==> src/rtl/core/spst_pkg.sv <==
// ----------------------------------------------------------------------------
// spst_pkg
// Shared types and constants of the presence slot table.
// ----------------------------------------------------------------------------
package spst_pkg;

   localparam int SLOTS        = 8;
   localparam int SLOT_W       = 3;
   localparam int ACTIVE_W     = 4;
   localparam int MAX_FOUND    = 16;
   localparam int FOUND_IDX_W  = 4;
   localparam int FOUND_CNT_W  = 5;
   localparam int ADDR_W       = 64;
   localparam int DROP_W       = 8;

   localparam logic [FOUND_CNT_W-1:0] FOUND_FULL = FOUND_CNT_W'(MAX_FOUND);
   localparam logic [DROP_W-1:0]      DROP_MAX   = '1;

   typedef struct packed {
      logic [ADDR_W-1:0] rom_address;
      logic              has_address;
      logic              last_in_round;
   } req_type;

   typedef struct packed {
      logic [SLOT_W-1:0]   slot_index;
      logic [ACTIVE_W-1:0] active_count;
      logic [DROP_W-1:0]   dropped_count;
      logic                none_active;
      logic                last_result;
   } rsp_type;

   // controller to datapath
   typedef struct packed {
      logic                   load;
      logic                   rd_en;
      logic [FOUND_IDX_W-1:0] rd_index;
      logic                   mark_found;
      logic                   deactivate;
      logic                   place;
      logic                   emit;
      logic [SLOT_W-1:0]      emit_slot;
      logic                   clear_round;
   } dp_cmd_type;

   // datapath to controller
   typedef struct packed {
      logic [FOUND_CNT_W-1:0] found_count;
      logic                   slot_active;
      logic                   slot_last;
      logic                   none_active;
   } dp_status_type;

endpackage

==> src/rtl/core/spst_datapath.sv <==
// ----------------------------------------------------------------------------
// spst_datapath
// Found-address buffer, slot table, drop counter and result register.
// ----------------------------------------------------------------------------
module spst_datapath (
   input  logic                   clock,
   input  logic                   reset,
   input  spst_pkg::req_type      req_item,
   input  spst_pkg::dp_cmd_type   cmd,
   output spst_pkg::dp_status_type status,
   output spst_pkg::rsp_type      rsp_item,
   output logic                   rsp_strobe
);

   logic [spst_pkg::ADDR_W-1:0]      found_mem [spst_pkg::MAX_FOUND];
   logic [spst_pkg::ADDR_W-1:0]      rd_data_ff;

   logic [spst_pkg::ADDR_W-1:0]      slot_addr_ff [spst_pkg::SLOTS];
   logic [spst_pkg::SLOTS-1:0]       flags_ff;
   logic [spst_pkg::SLOTS-1:0]       found_mask_ff;
   logic [spst_pkg::FOUND_CNT_W-1:0] found_count_ff;
   logic [spst_pkg::DROP_W-1:0]      drop_ff;
   spst_pkg::rsp_type                rsp_ff;
   logic                             rsp_strobe_ff;

   logic [spst_pkg::SLOTS-1:0]       match_vec;
   logic [spst_pkg::SLOTS-1:0]       match_first;
   logic [spst_pkg::SLOTS-1:0]       free_first;
   logic [spst_pkg::ACTIVE_W-1:0]    active_cnt;
   logic                             higher_active;
   logic                             buf_full;
   logic                             drop_load;
   logic                             drop_place;
   spst_pkg::rsp_type                rsp_in;
   logic                             rsp_strobe_in;

   always_comb begin
      for (int i = 0; i < spst_pkg::SLOTS; i++) begin
         match_vec[i] = (slot_addr_ff[i] == rd_data_ff);
      end
   end

   // isolate lowest set bit of the match vector and lowest clear bit of the flags
   assign match_first = match_vec & (~match_vec + 1'b1);
   assign free_first  = ~flags_ff & (flags_ff + 1'b1);

   assign buf_full   = (found_count_ff == spst_pkg::FOUND_FULL);
   assign drop_load  = cmd.load && req_item.has_address && buf_full;
   assign drop_place = cmd.place && (match_vec == '0) && (flags_ff == '1);

   always_comb begin
      active_cnt    = '0;
      higher_active = 1'b0;
      for (int i = 0; i < spst_pkg::SLOTS; i++) begin
         active_cnt = active_cnt + spst_pkg::ACTIVE_W'(flags_ff[i]);
         if ((i > int'(cmd.emit_slot)) && flags_ff[i]) begin
            higher_active = 1'b1;
         end
      end
   end

   assign status.found_count = found_count_ff;
   assign status.slot_active = flags_ff[cmd.emit_slot];
   assign status.slot_last   = !higher_active;
   assign status.none_active = (flags_ff == '0);

   always_comb begin
      rsp_in.slot_index    = status.none_active ? '0 : cmd.emit_slot;
      rsp_in.active_count  = active_cnt;
      rsp_in.dropped_count = drop_ff;
      rsp_in.none_active   = status.none_active;
      rsp_in.last_result   = status.none_active || !higher_active;
      rsp_strobe_in        = cmd.emit && (status.none_active || status.slot_active);
   end

   // found buffer: one write port, registered read
   always_ff @(posedge clock) begin
      if (cmd.load && req_item.has_address && !buf_full) begin
         found_mem[found_count_ff[spst_pkg::FOUND_IDX_W-1:0]] <= req_item.rom_address;
      end
      if (cmd.rd_en) begin
         rd_data_ff <= found_mem[cmd.rd_index];
      end
   end

   always_ff @(posedge clock) begin
      if (reset) begin
         for (int i = 0; i < spst_pkg::SLOTS; i++) begin
            slot_addr_ff[i] <= '0;
         end
         flags_ff       <= '0;
         found_mask_ff  <= '0;
         found_count_ff <= '0;
         drop_ff        <= '0;
         rsp_strobe_ff  <= 1'b0;
      end else begin
         rsp_strobe_ff <= rsp_strobe_in;
         if (cmd.load && req_item.has_address && !buf_full) begin
            found_count_ff <= found_count_ff + 1'b1;
         end
         if ((drop_load || drop_place) && (drop_ff != spst_pkg::DROP_MAX)) begin
            drop_ff <= drop_ff + 1'b1;
         end
         if (cmd.mark_found) begin
            found_mask_ff <= found_mask_ff | match_vec;
         end
         if (cmd.deactivate) begin
            flags_ff <= flags_ff & found_mask_ff;
         end
         if (cmd.place) begin
            if (match_vec != '0) begin
               flags_ff <= flags_ff | match_first;
            end else begin
               flags_ff <= flags_ff | free_first;
               for (int i = 0; i < spst_pkg::SLOTS; i++) begin
                  if (free_first[i]) begin
                     slot_addr_ff[i] <= rd_data_ff;
                  end
               end
            end
         end
         if (cmd.clear_round) begin
            found_count_ff <= '0;
            drop_ff        <= '0;
            found_mask_ff  <= '0;
         end
      end
   end

   always_ff @(posedge clock) begin
      if (rsp_strobe_in) begin
         rsp_ff <= rsp_in;
      end
   end

   assign rsp_item   = rsp_ff;
   assign rsp_strobe = rsp_strobe_ff;

endmodule

==> src/rtl/core/spst_ctrl.sv <==
// ----------------------------------------------------------------------------
// spst_ctrl
// Round sequencer: buffer scan, slot placement and result walk.
// ----------------------------------------------------------------------------
module spst_ctrl (
   input  logic                    clock,
   input  logic                    reset,
   input  logic                    start,
   input  logic                    last_in_round,
   input  spst_pkg::dp_status_type status,
   output spst_pkg::dp_cmd_type    cmd,
   output logic                    busy
);

   typedef enum logic [2:0] {
      ST_IDLE,
      ST_P1_READ,
      ST_P1_CMP,
      ST_P1_APPLY,
      ST_P2_READ,
      ST_P2_PLACE,
      ST_EMIT
   } state_type;

   state_type                        state_ff;
   logic [spst_pkg::FOUND_CNT_W-1:0] k_ff;
   logic [spst_pkg::SLOT_W-1:0]      s_ff;
   logic                             scan_done;
   logic                             emit_done;

   assign scan_done = (k_ff == status.found_count);
   assign emit_done = status.none_active || (status.slot_active && status.slot_last);

   always_comb begin
      cmd.load        = (state_ff == ST_IDLE) && start;
      cmd.rd_en       = ((state_ff == ST_P1_READ) || (state_ff == ST_P2_READ)) && !scan_done;
      cmd.rd_index    = k_ff[spst_pkg::FOUND_IDX_W-1:0];
      cmd.mark_found  = (state_ff == ST_P1_CMP);
      cmd.deactivate  = (state_ff == ST_P1_APPLY);
      cmd.place       = (state_ff == ST_P2_PLACE);
      cmd.emit        = (state_ff == ST_EMIT);
      cmd.emit_slot   = s_ff;
      cmd.clear_round = (state_ff == ST_EMIT) && emit_done;
   end

   assign busy = (state_ff != ST_IDLE);

   always_ff @(posedge clock) begin
      if (reset) begin
         state_ff <= ST_IDLE;
         k_ff     <= '0;
         s_ff     <= '0;
      end else begin
         case (state_ff)
            ST_IDLE: begin
               if (start && last_in_round) begin
                  state_ff <= ST_P1_READ;
                  k_ff     <= '0;
               end
            end
            ST_P1_READ: begin
               state_ff <= scan_done ? ST_P1_APPLY : ST_P1_CMP;
            end
            ST_P1_CMP: begin
               k_ff     <= k_ff + 1'b1;
               state_ff <= ST_P1_READ;
            end
            ST_P1_APPLY: begin
               k_ff     <= '0;
               state_ff <= ST_P2_READ;
            end
            ST_P2_READ: begin
               if (scan_done) begin
                  s_ff     <= '0;
                  state_ff <= ST_EMIT;
               end else begin
                  state_ff <= ST_P2_PLACE;
               end
            end
            ST_P2_PLACE: begin
               k_ff     <= k_ff + 1'b1;
               state_ff <= ST_P2_READ;
            end
            ST_EMIT: begin
               s_ff <= s_ff + 1'b1;
               if (emit_done) begin
                  state_ff <= ST_IDLE;
               end
            end
            default: begin
               state_ff <= ST_IDLE;
            end
         endcase
      end
   end

endmodule

==> src/rtl/core/sensor_presence_slot_table.sv <==
// ----------------------------------------------------------------------------
// sensor_presence_slot_table
// Persistent table of bus device addresses refreshed by discovery rounds.
// ----------------------------------------------------------------------------
// usage
//   input: drive req_item and raise start; a transfer happens at the edge
//   where start is high and busy is low
//   an item that does not close the round is buffered if it has an address
//   and the buffer is not full, else it is dropped; busy stays low, so
//   such items may come back to back
//   an item with last_in_round set closes the round: busy rises while the
//   found buffer (up to 16 addresses) is scanned twice through its single
//   registered read port and then the slots are walked (1 to 8 of them)
//   output: one result per active slot in ascending slot order, each on
//   rsp_item for exactly one cycle with rsp_strobe high; the receiver
//   cannot stall, so every strobed cycle is a completed transfer
//   when no slot is active a single result with none_active set is sent
//   reset clears the slot table, the active flags and the round counters
//   dropped_count covers only the round that just closed
// ----------------------------------------------------------------------------
module sensor_presence_slot_table (
   input  logic              clock,
   input  logic              reset,
   input  logic              start,
   output logic              busy,
   input  spst_pkg::req_type req_item,
   output spst_pkg::rsp_type rsp_item,
   output logic              rsp_strobe
);

   // command and status between sequencer and datapath
   spst_pkg::dp_cmd_type    dp_cmd;
   spst_pkg::dp_status_type dp_status;

   // sequencer: decides the phase of the round
   spst_ctrl u_ctrl (
      .clock         (clock),
      .reset         (reset),
      .start         (start),
      .last_in_round (req_item.last_in_round),
      .status        (dp_status),
      .cmd           (dp_cmd),
      .busy          (busy)
   );

   // datapath: buffer, slots, counters and output register
   spst_datapath u_datapath (
      .clock      (clock),
      .reset      (reset),
      .req_item   (req_item),
      .cmd        (dp_cmd),
      .status     (dp_status),
      .rsp_item   (rsp_item),
      .rsp_strobe (rsp_strobe)
   );

`ifndef SYNTHESIS
   // a transfer that does not close the round leaves the block ready
   a_open_item_no_busy: assert property (@(posedge clock) disable iff (reset)
      (start && !busy && !req_item.last_in_round) |=> !busy)
      else $error("busy after non-closing transfer");

   // results only come out of a closing round
   a_strobe_in_round: assert property (@(posedge clock) disable iff (reset)
      rsp_strobe |-> $past(busy))
      else $error("result outside a round");

   // an empty-table result is final and has a zero count
   a_none_is_last: assert property (@(posedge clock) disable iff (reset)
      (rsp_strobe && rsp_item.none_active) |->
         (rsp_item.last_result && (rsp_item.active_count == '0)))
      else $error("empty-table result malformed");

   // nothing follows the final result directly
   a_last_ends_list: assert property (@(posedge clock) disable iff (reset)
      (rsp_strobe && rsp_item.last_result) |=> !rsp_strobe)
      else $error("result after final result");
`endif

endmodule
==> config.mk <==
export PLATFORM = sky130hd
export DESIGN_NAME = sensor_presence_slot_table
export DESIGN_NICKNAME = d
export VERILOG_FILES = /design/src/rtl/core/spst_pkg.sv /design/src/rtl/core/spst_datapath.sv /design/src/rtl/core/spst_ctrl.sv /design/src/rtl/core/sensor_presence_slot_table.sv
export SDC_FILE = /design/constraint.sdc
export NUM_CORES = 2
export LEC_CHECK = 0
export ABC_AREA = 1
export BUFFER_PORTS_ARGS = -buffer_cell sky130_fd_sc_hd__buf_2
export CORE_MARGIN = 3
export CORE_UTILIZATION = 40
export DETAILED_ROUTE_END_ITERATION = 10
export GPL_TIMING_DRIVEN = 0
export HOLD_SLACK_MARGIN = 0.08
export SYNTH_ARGS = -nofsm -noshare
export SYNTH_HDL_FRONTEND = slang
export SYNTH_SLANG_ARGS = --single-unit
==> constraint.sdc <==
create_clock -name clock -period 4.7 [get_ports clock]
set_input_delay 0.235 -clock clock [delete_from_list [all_inputs] [get_ports clock]]
set_output_delay 0.235 -clock clock [all_outputs]
set_load 0.1 [all_outputs]
==> flow_summary.json <==
{
  "outcome": "finished clean",
  "fin_ws_ns": 0.528,
  "via_per_inst": 5.23,
  "worst-setup-path-type": "register to register",
  "dr_wl_met2_um": 97400,
  "met1_length_um": 81300,
  "critPathMaxFanout": 10,
  "cts_setup_buffers": 0,
  "min_from": "start",
  "setup_viol": 0,
  "arrival_ns": 4.77,
  "route.met3.wl_um": 14100,
  "powerDensity_nw_per_um2": 395,
  "reg2regPathDepth": 9,
  "seqCellArea_um2": 49400,
  "grt_max_degree": 47,
  "synth.avg_cell_area_um2": 11.9,
  "cp_top_family": "buffers and inverters",
  "synth_edf_count": 1617,
  "dpl_worst_slack_ns": 0.523,
  "synth-seq-cells": 1658,
  "min_period_ns": 4.17,
  "cts_buffers": 173,
  "synth.top_cells.by_area": "edfxtp_1 69%, nor2_1 7.3%, nand2_1 5.1%",
  "crit_path_frequent_cell": "clkbuf_1",
  "syn_nets": 6039,
  "cp-end-kind": "register",
  "ir_worst_vdd_mv": 0.289,
  "reg2reg_slack_ns": 0.53,
  "ctsLongestPathBuffers": 3,
  "yosys-top-cells-count": "1617 x edfxtp_1, 1373 x nor2_1, 967 x nand2_1",
  "fillers": 15756,
  "cts_root_buf": "clkbuf_16",
  "cts_htree_levels": 4,
  "drive_above_1_share_pct": 9.04,
  "cts-resized-gates": 0,
  "finalSetupTns_ns": 0,
  "antenna_found_initial": 15,
  "wl_per_cell_um": 22.7,
  "insertion_delay_ns": 0.82,
  "slowest_delay_ns": 1.05,
  "syn-cell-area_um2": 70600,
  "dieArea_um2": 182000,
  "path_cells": "clkbuf_1 -> inv_1 -> clkbuf_1 -> clkbuf_1 -> buf_1 -> nor2_1 -> o32ai_1 -> nand2_1 -> nand3_1",
  "top_layer_used": "met4",
  "dp_hpwl_um": 136000,
  "synth_ff_type": "edfxtp_1",
  "postPlaceCellArea_um2": 75400,
  "die_h_um": 426,
  "via_count": 46036,
  "cap_violations": 0,
  "fmax_ghz": 0.240,
  "timing.final.crit_share_pct": 88.8,
  "rows": 153,
  "gp_congestion": 0.852,
  "whs_path_depth": 5,
  "slew_viol_final": 0,
  "ys_warn_count": 0,
  "startpoint_type": "register",
  "synth_largest_area_cell": "edfxtp_1",
  "place.port_buffers": 87,
  "coreArea_um2": 175000,
  "finalClockSkew_ns": 0.0405,
  "min_to": "u_datapath.found_count_ff[0]$_SDFFE_PP0P_",
  "r2r-start": "u_ctrl.k_ff[0]$_SDFFE_PP0P_",
  "multi_input_area_um2": 18300,
  "design_area_um2": 81400,
  "power_leakage_nw": 29.0,
  "grt_pass1_vias": 44939,
  "cts.sinks": 1658,
  "rsz0062_at_grt": "false",
  "initial_core_util_pct": 40.4,
  "syn_inst": 5951,
  "grt_overflow": 0,
  "async_flop_share_pct": 0,
  "drc_errors": 0,
  "crit_required_ns": 5.30,
  "syn_to_final_growth_pct": 15.3,
  "ios": 88,
  "hold_viol": 0,
  "synth_top_area_share_pct": 68.8,
  "post-synth-top-count-cell": "edfxtp_1",
  "clk_pin_slew_ns": 0.06,
  "ant_nets": 0,
  "cts_tree": "yes",
  "nets": 6424,
  "worst_pin_slew_ns": 1.38,
  "dr.pass1.iters": 5,
  "hold_path_class": "primary input to register",
  "seq_area_frac_synth_pct": 70.0,
  "critical_path.slowest_cell": "clkbuf_1",
  "r2r_end": "u_datapath.rd_data_ff[23]$_DFFE_PP_",
  "grt_pass1_wl_um": 291000,
  "worst-path-buf-inv": 5,
  "synthDistinctLibCells": 43,
  "die_width_um": 426,
  "maxSlewHeadroom_pct": 7.75,
  "drtIter0Drc": 4539,
  "grt_usage_pct": 21.8,
  "wl_um": 200000,
  "postCtsHoldBufs": 68
}
## per-stage QoR
step / power (mW) / util (%) / std cells / hold slack [ns]
2_1_floorplan: 18.3 / - / 5951 / 0.334
5_1_grt: 33.1 / 46.6 / 8800 / 0.138
3_5_place_dp: 19.3 / 43.2 / 8418 / 0.438
6_report: 32.1 / 46.6 / 8803 / 0.133
4_1_cts: 32.3 / 46.6 / 8797 / 0.105
3_3_place_gp: 19.3 / 42.3 / 8363 / 0.435
## metal layers
layer	vias up	global-route usage [%]
met5	-	0
met4	0	8.23
met3	377	3.54
met2	1758	36.4
met1	22644	28.4
li1	21257	-
## layout by cell type, fill, tap and decap left out, types with 6 or more instances in the layout
master,n
edfxtp_1,1617
nor2_1,1356
nand2_1,959
inv_1,352
xor2_1,319
o21ai_0,279
clkbuf_1,224
clkbuf_16,174
o32ai_1,150
nand3_1,132
buf_2,108
o221ai_1,107
mux2i_1,106
buf_4,69
dlygate4sd3_1,68
dfxtp_1,41
inv_2,40
a21oi_1,37
clkinv_1,33
buf_12,32
clkinv_2,27
buf_6,25
o211ai_1,22
buf_16,21
nor2_2,20
buf_1,19
nor3_1,16
nor2_4,15
ha_1,15
nand4_1,8
nand2_4,8
bufinv_16,7
diode_2,6
xnor2_1,6
## flip-flops by register name, summed over array words and instances, names as in the netlist
register                   flops
u_ctrl.s_ff                    3
u_datapath.found_count_ff      5
u_datapath.slot_addr_ff      512
u_datapath.flags_ff            8
u_ctrl.state_ff                3
u_datapath.rd_data_ff         64
u_datapath.rsp_strobe          1
u_datapath.rsp_item           17
u_ctrl.k_ff                    5
u_datapath.drop_ff             8
u_datapath.found_mask_ff       8
u_datapath.found_mem        1024
## tightest hold or removal path, cell delays in order
cell and delay [ns]:
buf_2 0.12, nand3_1 0.21, nor2_1 0.18, nand2_1 0.10
a21oi_1 0.05
## cell type report
cell class / count / area share [%]
inverter: 395 / 1.83
multi-input combinational: 3587 / 22.4
tap: 2325 / 3.57
clock inverter: 85 / 0.951
antenna: 6 / 0.0184
sequential: 1658 / 60.6
buffer: 311 / 2.02
clock buffer: 226 / 5.62
timing repair buffer: 210 / 2.90
## power by group
group	total [mW]	internal (mW)	switching, mW
clock network	13.1	7.29	5.79
registers	16.7	16.5	0.152
logic	2.37	0.676	1.69
## worst max-delay path by stage
stage / endpoint / startpoint / cells past startpoint
CTS: u_datapath.rd_data_ff[23]$_DFFE_PP_ / u_ctrl.k_ff[0]$_SDFFE_PP0P_ / 9
finish: u_datapath.rd_data_ff[23]$_DFFE_PP_ / u_ctrl.k_ff[0]$_SDFFE_PP0P_ / 9
detailed placement: u_datapath.rd_data_ff[23]$_DFFE_PP_ / u_ctrl.k_ff[0]$_SDFFE_PP0P_ / 9
global placement: u_datapath.found_mem[13][19]$_DFFE_PP_ / u_ctrl.state_ff[0]$_SDFFE_PP0P_ / 7
global route: u_datapath.rd_data_ff[19]$_DFFE_PP_ / u_ctrl.k_ff[0]$_SDFFE_PP0P_ / 9
floorplan: u_datapath.found_mem[15][0]$_DFFE_PP_ / u_datapath.found_count_ff[0]$_SDFFE_PP0P_ / 7
## kinds of logic after synthesis
family / count (synthesis) / share of synthesized area (%)
XOR/XNOR: 325 / 4.03
adder cells (fa/ha/maj): 19 / 0.379
multiplexers: 106 / 1.50
flip-flops: 1658 / 70.0
AND/OR/NAND/NOR: 2531 / 13.9
buffers and inverters: 706 / 4.43
AO/OA/AOI/OAI: 606 / 5.77
Power figures use the tool's default switching activity.
